==> config.mk <==
export PLATFORM = sky130hd
export DESIGN_NAME = estm_front
export DESIGN_NICKNAME = d
export VERILOG_FILES = /design/src/escape_sequence_trie_matcher_defines.svh /design/src/estm_pkg.sv /design/src/estm_front.sv
export SDC_FILE = /design/constraint.sdc
export NUM_CORES = 1
export LEC_CHECK = 0
export ABC_AREA = 1
export BUFFER_PORTS_ARGS = -buffer_cell sky130_fd_sc_hd__buf_4
export CAP_MARGIN = 20
export CORE_ASPECT_RATIO = 1.2
export CORE_MARGIN = 2
export CORE_UTILIZATION = 49
export CTS_BUF_LIST = sky130_fd_sc_hd__clkbuf_8
export DETAILED_ROUTE_END_ITERATION = 8
export GPL_TIMING_DRIVEN = 0
export MAX_ROUTING_LAYER = met4
export PLACE_DENSITY = 0.75
export REMOVE_ABC_BUFFERS = 1
export SYNTH_ARGS = -nofsm -noshare
export SYNTH_HDL_FRONTEND = slang
export SYNTH_SLANG_ARGS = --single-unit
==> constraint.sdc <==
create_clock -name clk -period 2.7 [get_ports clk]
set_input_delay 0 -clock clk [delete_from_list [all_inputs] [get_ports clk]]
set_output_delay 0 -clock clk [all_outputs]
set_load 0.05 [all_outputs]
==> src/escape_sequence_trie_matcher_defines.svh <==
// Assertion macros used by the matcher back end.
`ifndef ESCAPE_SEQUENCE_TRIE_MATCHER_DEFINES_SVH
`define ESCAPE_SEQUENCE_TRIE_MATCHER_DEFINES_SVH

// Condition implies consequence in the same cycle.
`define ESTM_ASSERT_NOW(label, cond, cons) \
  label: assert property (@(posedge clk) disable iff (!rst_n) (cond) |-> (cons)) \
    else $error("matcher check failed");

// Condition implies consequence in the next cycle.
`define ESTM_ASSERT_NEXT(label, cond, cons) \
  label: assert property (@(posedge clk) disable iff (!rst_n) (cond) |=> (cons)) \
    else $error("matcher check failed");

`endif

==> src/estm_pkg.sv <==
// Shared types and constants of the escape-sequence trie matcher.
package estm_pkg;

  localparam int NODES_DEF   = 256;
  localparam int MAX_SEQ_DEF = 16;
  localparam int MIN_SEQ     = 2;

  localparam logic [15:0] NUL_EXTRA_A = 16'd1;
  localparam logic [15:0] NUL_EXTRA_B = 16'd32;

  localparam logic [1:0] MODE_ADD     = 2'd0;
  localparam logic [1:0] MODE_BYTE    = 2'd1;
  localparam logic [1:0] MODE_TIMEOUT = 2'd2;

  localparam logic [1:0] KIND_RAW    = 2'd0;
  localparam logic [1:0] KIND_KEY    = 2'd1;
  localparam logic [1:0] KIND_ADDED  = 2'd2;
  localparam logic [1:0] KIND_REJECT = 2'd3;

  typedef enum logic [1:0] {
    OP_ADD_BYTE = 2'd0,
    OP_ADD_LAST = 2'd1,
    OP_BYTE     = 2'd2,
    OP_TIMEOUT  = 2'd3
  } op_t;

  typedef struct packed {
    op_t         op;
    logic [7:0]  data;
    logic [15:0] key;
  } item_t;

endpackage

==> src/estm_front.sv <==
// Front end: takes input beats, classifies them and queues them for the engine.
module estm_front (
  input  logic                 clk,
  input  logic                 rst_n,
  input  logic                 in_tvalid,
  output logic                 in_tready,
  input  logic [23:0]          in_tdata,
  input  logic [1:0]           in_tuser,
  input  logic                 in_tlast,
  output estm_pkg::item_t      item,
  output logic                 item_valid,
  input  logic                 item_ready
);

  estm_pkg::item_t q_r [2];
  logic            wr_ptr_r;
  logic            rd_ptr_r;
  logic [1:0]      count_r;
  estm_pkg::item_t cls;
  logic            keep;
  logic            push;
  logic            pop;

  // Unused mode codes are accepted and dropped here.
  always_comb begin
    cls.data = in_tdata[7:0];
    cls.key  = in_tdata[23:8];
    keep     = 1'b1;
    unique case (in_tuser)
      estm_pkg::MODE_ADD: begin
        cls.op = in_tlast ? estm_pkg::OP_ADD_LAST : estm_pkg::OP_ADD_BYTE;
      end
      estm_pkg::MODE_BYTE:    cls.op = estm_pkg::OP_BYTE;
      estm_pkg::MODE_TIMEOUT: cls.op = estm_pkg::OP_TIMEOUT;
      default: begin
        cls.op = estm_pkg::OP_TIMEOUT;
        keep   = 1'b0;
      end
    endcase
  end

  assign in_tready  = (count_r != 2'd2);
  assign push       = in_tvalid && in_tready && keep;
  assign item_valid = (count_r != 2'd0);
  assign item       = q_r[rd_ptr_r];
  assign pop        = item_valid && item_ready;

  always_ff @(posedge clk) begin
    if (push) begin
      q_r[wr_ptr_r] <= cls;
    end
    if (!rst_n) begin
      wr_ptr_r <= 1'b0;
      rd_ptr_r <= 1'b0;
      count_r  <= 2'd0;
    end else begin
      if (push) begin
        wr_ptr_r <= ~wr_ptr_r;
      end
      if (pop) begin
        rd_ptr_r <= ~rd_ptr_r;
      end
      count_r <= count_r + {1'b0, push} - {1'b0, pop};
    end
  end

endmodule

==> impl_metrics.ini, run 1 <==
[status]
run_status = finished clean

[setup_path]
rr_startpoint = count_r[0]
endpoint_kind = flop
critical_path_class = reg -> reg
crit_buf_inv = 2
r2r-end = q_r[0][17]
start_kind = flop
path_delay_family = simple AND/OR/NAND/NOR gates
path_cells = inv_1, nand2_2, nand3_4, nor2_2, buf_8
slowest_stage = nor2_2
arrival_ns = 1.92
crit_path_max_incr_delay_ns = 0.66
cp.required_ns = 2.73
reg2reg_slack_ns = 0.82
worst-path-max-fanout = 15
r2r_cells = 5

[timing]
fin_crit_sh_pct = 69.81
fin_crit_ns = 1.885
finalSetupTns_ns = 0
maxSlewHeadroom_pct = 43.81
drv_slew = 0
fin_worst_skew_ns = 0.006208
finalSetupViolCount = 0
fmax_mhz = 530.6
rsz0062_at_grt = false
worst_slack_ns = 0.8152
worstMarginPinSlew_ns = 0.8420
hold_viol = 0
holdWs_ns = 0.02127

[drt]
drcViolationCount = 0
avgViaCountPerCell = 4.796
vias = 1338
drt-pass1-iter-count = 4
wl_per_cell_um = 14.49
postRouteAntennaNets = 0
drt_iter0_drc = 55
routed_wl_mm = 4.042

[placement]
place.gp.congestion = 0.6621
place_hpwl_mm = 2.641
post-place-ws_ns = 0.8060
placed_cell_area_um2 = 2753
io_buffer_count = 58

[min_path]
hold_path_depth = 3
holdCritPathClass = in -> reg
min_from = item_ready

[cts]
cts_setup_buffers = 0
clockRootBuffer = clkbuf_8
cts_tree = yes
cts.path.max_buffers = 2
clock_sinks = 57
htreeDepth = 3
clk_latency_ns = 0.32
clkTransAtPathRegs_ns = 0.05
cts_buffers = 9

[grt]
antenna_found_initial = 0
grt_max_degree = 27
grt_pass1_wl_mm = 6.506
overflow = 0
grt.total_usage_pct = 17.99
first_global_vias = 1512

[power_and_ir_drop]
max-vdd-ir-drop_uv = 641.9
p_leak_uw = 0.001284
pwr_density_cell_nw_per_um2 = 919.7

[synth]
synth_seq_cells = 57
synth_area_um2 = 2262
synth_edf_count = 52
syn_inst = 121
synth_flop_cell = edfxtp_1
synth-async-reset-ratio_pct = 0
synth_cell_types = 20
yosysWarnings = 0
avgSynthCellArea_um2 = 18.70
yosysSeqAreaShare_pct = 73.45

[layout]
final_cell_mix = 58 x buf_4, 52 x edfxtp_1, 27 x dlygate4sd3_1
final_util_pct = 70.67
diodes = 0
final_area_um2 = 3199
final_common_cell = buf_4
syn_to_final_growth_pct = 41.43
drive_gt1_share_pct = 46.61
layout.nets = 248

[run]
cap_violations = 0

[floorplanning]
core_area_um2 = 4527
die_y_um = 78.43
core.rowCount = 27
die_area_um2 = 5178
die_x_um = 66.03
start_util_pct = 49.97
ios = 59
==> logic make-up after synthesis <==
logic type                 Yosys count  synth area share, %
AOI/OAI and AO/OA                    6                1.604
xor gates and xnor gates             1               0.3872
adders and majority gates            1               0.5530
buffers and inverters               12                3.761
DFF                                 57                73.45
muxes                               26                16.26
and+or+nand+nor                     18                3.983
==> metrics by stage <==
step | total power (uW) | instances
4_1_cts | 2965 | 279
5_1_grt | 3069 | 279
3_3_place_gp | 2192 | 234
6_report | 2943 | 279
2_1_floorplan | 1932 | 118
3_5_place_dp | 2234 | 236
==> sequential cells by signal, indices dropped and copies added, names as in the netlist, named ones only <==
name / cells
rd_ptr_r: 1
wr_ptr_r: 1
q_r: 52
count_r: 2
==> what timing repair did <==
action,4_1_cts,5_1_grt
setup endpoints to repair,0,0
hold endpoints to repair,57,0
resized for setup,0,0
hold buffers,27,0
==> final cells by class <==
type	count	area (um^2)
clock inverter	7	52.55
multi-input combinational	52	518.0
clock buffer	9	123.9
timing repair buffer	87	735.7
sequential	57	1663
fill	311	1328
inverter	9	33.78
tap	58	72.57
==> per-layer routing <==
metal / global-route usage (%) / part of all wire [%] / vias up
li1: - / - / 635
met1: 16.90 / 36 / 651
met2: 32.73 / 57 / 48
met3: 7.450 / 6.0 / 4
met4: 5.510 / 0.62 / 0
met5: - / 0 / -
==> synth_stat cells, types with 2 or more instances <==
library cell  instances  area [um^2]
mux2_2                6        67.56
nand2_1               8        30.03
buf_12                2        40.04
nor2_1                5        18.77
mux2_4               20        300.3
edfxtp_1             52         1562
a21oi_1               3        15.01
inv_1                 9        33.78
dfxtp_1               5        100.1
==> worst max path at each step <==
stage                       endpoint  cells past startpoint  slack [ns]  startpoint
after floorplan            q_r[0][0]                      4        0.34  count_r[0]
after global placement     q_r[0][6]                      4       0.005  count_r[0]
after detailed placement  q_r[0][17]                      5        0.81  count_r[0]
after CTS                 q_r[0][17]                      5        0.79  count_r[0]
after global routing      q_r[0][18]                      5        0.67  count_r[0]
final                     q_r[0][17]                      5        0.82  count_r[0]
==> report_power, final <==
group | total (uW) | switching, uW | leakage, uW | internal, uW
clock | 699 | 293 | 0.0000920 | 406
sequential | 1190 | 98.0 | 0.000522 | 1090
combinational | 1060 | 642 | 0.000670 | 414
==> tightest hold or removal path, cell delays in order <==
cell and delay (ns):
buf_4 0.12, o21ai_2 0.09, a21oi_1 0.08
No activity file was read; power rests on OpenSTA's default activity.
==> inputs of run 2 (changes only) <==
--- a/config.mk
+++ b/config.mk
@@ -5,7 +5,7 @@
 export SDC_FILE = /design/constraint.sdc
 export NUM_CORES = 1
 export LEC_CHECK = 0
-export ABC_AREA = 1
+export ABC_AREA = 0
 export BUFFER_PORTS_ARGS = -buffer_cell sky130_fd_sc_hd__buf_4
 export CAP_MARGIN = 20
 export CORE_ASPECT_RATIO = 1.2
==> constraint.sdc (replaced) <==
create_clock -name clk -period 1.83 [get_ports clk]
set_input_delay 0 -clock clk [delete_from_list [all_inputs] [get_ports clk]]
set_output_delay 0 -clock clk [all_outputs]
set_load 0.05 [all_outputs]
==> impl_metrics.ini, run 2 <==
[cts]
cts_tree = yes
htreeDepth = 3
cts_buffers = 9
cts.path.max_buffers = 2
clock_sinks = 57
clk_latency_ns = 0.33
clkTransAtPathRegs_ns = 0.06
clockRootBuffer = clkbuf_8

[synth]
synth_top_cell_area_share_pct = 72.26
yosysWarnings = 0
synth-async-reset-ratio_pct = 0
synth_flop_cell = edfxtp_1
synth_seq_cells = 57
synthTopCellsByArea = edfxtp_1 72%, mux2_2 14%, dfxtp_1 4.6%
synth_edf_count = 52
yosysSeqAreaShare_pct = 76.90
post-synth-top-count-cell = edfxtp_1
yosysTopAreaCell = edfxtp_1
synth_common_cells = 52 x edfxtp_1, 26 x mux2_2, 5 x dfxtp_1, 4 x and2_1, 4 x nand2_1
synth_cell_types = 24
syn_inst = 115
avgSynthCellArea_um2 = 18.79
synth_area_um2 = 2161

[setup_path]
critical_path_class = reg -> out
endpoint_kind = output pin
path_cells = mux2_2, buf_4
start_kind = flop
slowest_stage = dfxtp_2
arrival_ns = 1.67
cp.required_ns = 1.83
worst-path-max-fanout = 26
crit_path_max_incr_delay_ns = 0.71

[run]
cap_violations = 0

[layout]
reg.largest.list = q_r (52), count_r (2)
final_area_um2 = 3157
drive_gt1_share_pct = 47.69
syn_to_final_growth_pct = 46.09
layout.nets = 243
fillers = 274
diodes = 0
final_cell_mix = 58 x buf_4, 52 x edfxtp_1, 28 x dlygate4sd3_1
final_common_cell = buf_4
top_register = q_r
final_util_pct = 74.08
largest_reg_flops = 52

[timing]
fin_worst_skew_ns = 0.005024
holdWs_ns = 0.1350
worst_slack_ns = 0.1572
finalSetupViolCount = 0
fin_crit_sh_pct = 91.41
drv_slew = 0
hold_viol = 0
fmax_mhz = 597.8
maxSlewHeadroom_pct = 60.17
rsz0062_at_grt = false
fin_crit_ns = 1.673
worstMarginPinSlew_ns = 0.5975

[floorplanning]
die_y_um = 76.75
die_x_um = 64.62
start_util_pct = 50.70
core_area_um2 = 4262
die_area_um2 = 4959
ios = 59
core.rowCount = 26

[power_and_ir_drop]
pwr_density_cell_nw_per_um2 = 1257
p_leak_uw = 0.001219
power.total_uw = 3967
max-vdd-ir-drop_uv = 930.1

[drt]
routed_wl_mm = 3.983
postRouteAntennaNets = 0
drt_iter0_drc = 62
vias = 1293
drcViolationCount = 0
drt-pass1-iter-count = 4
avgViaCountPerCell = 4.754
wl_per_cell_um = 14.64

[placement]
place_hpwl_mm = 2.593
post-place-ws_ns = 0.001219
place.gp.congestion = 0.6858
placed_cell_area_um2 = 2691
io_buffer_count = 58

[status]
run_status = finished clean

[grt]
grt.total_usage_pct = 18.45
overflow = 0
grt_pass1_wl_mm = 6.292
first_global_vias = 1387
grt_max_degree = 27
antenna_found_initial = 0

[min_path]
holdCritPathClass = in -> reg
[run 2: cell count changes after synthesis, moves of 3 or more]
cell     before  now
mux2_2        6   26
mux2_4       20    0
inv_1         9    1
and2_1        0    4
nand2_1       8    4
nor2_1        5    2
[run 2: cells by family (layout without fill, tap and decap cells)]
| logic type | count (synthesis) | after routing | share of synthesized area [%] |
|---|---|---|---|
| flops | 57 | 57 | 76.90 |
| buf+inv | 4 | 105 | 1.100 |
| mux | 27 | 27 | 14.01 |
| compound gates | 6 | 6 | 1.911 |
| fa+ha+maj | 1 | 1 | 0.5789 |
| xor+xnor | 2 | 2 | 0.8108 |
| simple gates | 18 | 18 | 4.690 |
[run 2: path summary, 6_finish.rpt]
| check | start | to | slack, ns | cells after the start |
|---|---|---|---|---|
| worst max-delay path | flop | item[25] | 0.16 | 2 |
| worst min-delay path | item_ready | count_r[1] | 0.14 | 4 |
| worst max register to register | count_r[0] | q_r[0][5] | 0.18 | 4 |
| worst min register to register | rd_ptr_r | flop | 0.62 | 2 |
[run 2: final cells by class]
class	count	area (um^2)	share of cell area, %
Inverter	1	3.754	0.1189
Sequential cell	57	1663	52.68
Timing Repair Buffer	88	758.2	24.02
Clock inverter	7	55.05	1.744
Tap cell	56	70.07	2.220
Clock buffer	9	123.9	3.924
Multi-Input combinational cell	54	483.0	15.30
[run 2: stage by stage]
step,std cells,TNS (ns)
6_report,272,0
5_1_grt,272,0
4_1_cts,272,0
3_5_place_dp,228,0
3_3_place_gp,226,-26.52
2_1_floorplan,112,-24.78
[run 2: worst max-delay path: cells and delay by family, from the launching register on]
kind	cells	cell delay [ns]
flip-flops	1	0.71
buffers and inverters	1	0.20
multiplexers	1	0.43
[run 2: repair_timing]
item | 4_1_cts | 5_1_grt
hold buffers | 28 | 0
endpoints found under the hold margin | 57 | 0
endpoints found under the setup margin | 41 | 0
resized for setup | 2 | 0
buffers inserted | 0 | 0
[run 2: where the power goes]
group / switching, uW / internal, uW / leakage [uW]
registers: 108 / 1570 / 0.000522
logic: 757 / 482 / 0.000593
clock network: 445 / 603 / 0.000104
[run 2: routing by layer]
layer / track usage (%) / vias to the layer above / wire length, um
met1: 17.90 / 621 / 1492
met4: 9.574 / 0 / 50
li1: - / 628 / -
met2: 31.77 / 40 / 2250
met3: 6.598 / 4 / 189
met5: - / - / 0
==> inputs of run 3 (changes only) <==
--- a/config.mk
+++ b/config.mk
@@ -9,13 +9,11 @@
 export BUFFER_PORTS_ARGS = -buffer_cell sky130_fd_sc_hd__buf_4
 export CAP_MARGIN = 20
 export CORE_ASPECT_RATIO = 1.2
-export CORE_MARGIN = 2
-export CORE_UTILIZATION = 49
+export CORE_UTILIZATION = 30
 export CTS_BUF_LIST = sky130_fd_sc_hd__clkbuf_8
 export DETAILED_ROUTE_END_ITERATION = 8
 export GPL_TIMING_DRIVEN = 0
 export MAX_ROUTING_LAYER = met4
-export PLACE_DENSITY = 0.75
 export REMOVE_ABC_BUFFERS = 1
 export SYNTH_ARGS = -nofsm -noshare
 export SYNTH_HDL_FRONTEND = slang
==> impl_metrics.ini, run 3 (synthesized netlist as in run 2, its figures left out) <==
[timing]
maxSlewHeadroom_pct = 70.14
worstMarginPinSlew_ns = 0.4468
fin_crit_sh_pct = 91.92
drv_slew = 0
fmax_mhz = 594.5
hold_viol = 0
finalSetupViolCount = 0
fin_crit_ns = 1.682
fin_worst_skew_ns = 0.007863
rsz0062_at_grt = false

[setup_path]
endpoint_kind = output pin
path_delay_family = flip-flops
worst-path-max-fanout = 16
crit_buf_inv = 2
r2r-end = q_r[1][22]
start_kind = flop
r2r_cells = 3
reg2reg_slack_ns = 0.27
path_cells = buf_8, mux2_2, buf_4
rr_startpoint = count_r[0]
critical_path_class = reg -> out
slowest_stage = dfxtp_2
arrival_ns = 1.68
crit_path_max_incr_delay_ns = 0.60
cp.required_ns = 1.83

[layout]
top_register = q_r
final_cell_mix = 58 x buf_4, 52 x edfxtp_1, 28 x dlygate4sd3_1
regArea_um2 = 1663
diodes = 0
drive_gt1_share_pct = 48.85
reg.largest.list = q_r (52), count_r (2)
final_common_cell = buf_4
fin_cells = 304
layout.nets = 244
multi_input_area_um2 = 495.5
fillers = 627
largest_reg_flops = 52
final_area_um2 = 3262
syn_to_final_growth_pct = 50.96

[placement]
place.gp.congestion = 0.6601
placed_cell_area_um2 = 2735
place_hpwl_mm = 2.603
dp.cells = 259
io_buffer_count = 58

[grt]
first_global_vias = 1360
grt_max_degree = 27
overflow = 0
grt_pass1_wl_mm = 6.341
grt.total_usage_pct = 12.17
antenna_found_initial = 0

[min_path]
min_from = item_ready
hold_path_depth = 4
holdCritPathClass = in -> reg

[drt]
wl_per_cell_um = 14.05
routed_wl_mm = 4.270
drcViolationCount = 0
postRouteAntennaNets = 0
avgViaCountPerCell = 4.355
drt-pass1-iter-count = 4
vias = 1324
drt_iter0_drc = 39

[floorplanning]
core.rowCount = 33
die_area_um2 = 7548
die_y_um = 94.97
start_util_pct = 31.34
core_area_um2 = 6895
die_x_um = 79.48
ios = 59

[cts]
clockRootBuffer = clkbuf_8
cts_buffers = 9
clk_latency_ns = 0.33
cts_tree = yes
htreeDepth = 3
cts_setup_buffers = 0
clock_sinks = 57
clkTransAtPathRegs_ns = 0.06
cts.path.max_buffers = 2

[run]
cap_violations = 0

[power_and_ir_drop]
max-vdd-ir-drop_uv = 708.3
p_leak_uw = 0.001230
pwr_density_cell_nw_per_um2 = 1317

[status]
run_status = finished clean
## run 3: worst reg2reg max path, delay by kind of cell, from the launching register on
kind | cells | cell delay [ns]
buffers and inverters | 1 | 0.20
DFF | 1 | 0.42
and+or+nand+nor | 2 | 0.64
## run 3: report_power, final
group          leakage (uW)  internal, uW  switching, uW
clock network      0.000112           890            473
registers          0.000522          1570           87.9
logic              0.000596           490            785
## run 3: metrics by stage
step	hold slack, ns	setup TNS, ns	total power [uW]	util [%]	setup WS [ns]
2_1_floorplan	0.09887	-24.78	2516	-	-0.7388
3_3_place_gp	0.1856	-40.97	2880	38.94	-1.219
3_5_place_dp	0.1879	-0.4975	2922	39.67	-0.03589
4_1_cts	0.1083	0	4354	47.14	0.03394
5_1_grt	0.1378	0	4482	47.31	0.04608
6_report	0.1236	0	4297	47.31	0.1479
## run 3: timing repair
action,CTS,global route
endpoints found under the setup margin,40,26
gates cloned,0,1
resized for setup,2,1
hold buffers,28,0
hold endpoints to repair,57,0
## run 3: worst max-delay path by stage
stage	end	slack, ns	cells after the start
3_5_place_dp	q_r[1][15]	-0.04	3
6_report	item[23]	0.15	3
3_3_place_gp	q_r[0][10]	-1.22	3
5_1_grt	item[0]	0.05	3
2_1_floorplan	q_r[0][0]	-0.74	3
4_1_cts	q_r[0][11]	0.03	3
## run 3: metal layers
| layer | routed length [um] | track usage, % | vias to the layer above |
|---|---|---|---|
| li1 | - | - | 635 |
| met4 | 77 | 6.667 | 0 |
| met5 | 0 | - | - |
| met2 | 2234 | 21.58 | 46 |
| met3 | 240 | 3.382 | 8 |
| met1 | 1717 | 11.86 | 635 |
## run 3: final cells by class
class                      instances  area share, %
sequential                        57          50.98
timing repair buffer              88          23.25
multi-input combinational         55          15.19
clock buffer                       9          3.797
clock inverter                     7          3.337
tap                               87          3.337
inverter                           1         0.1151
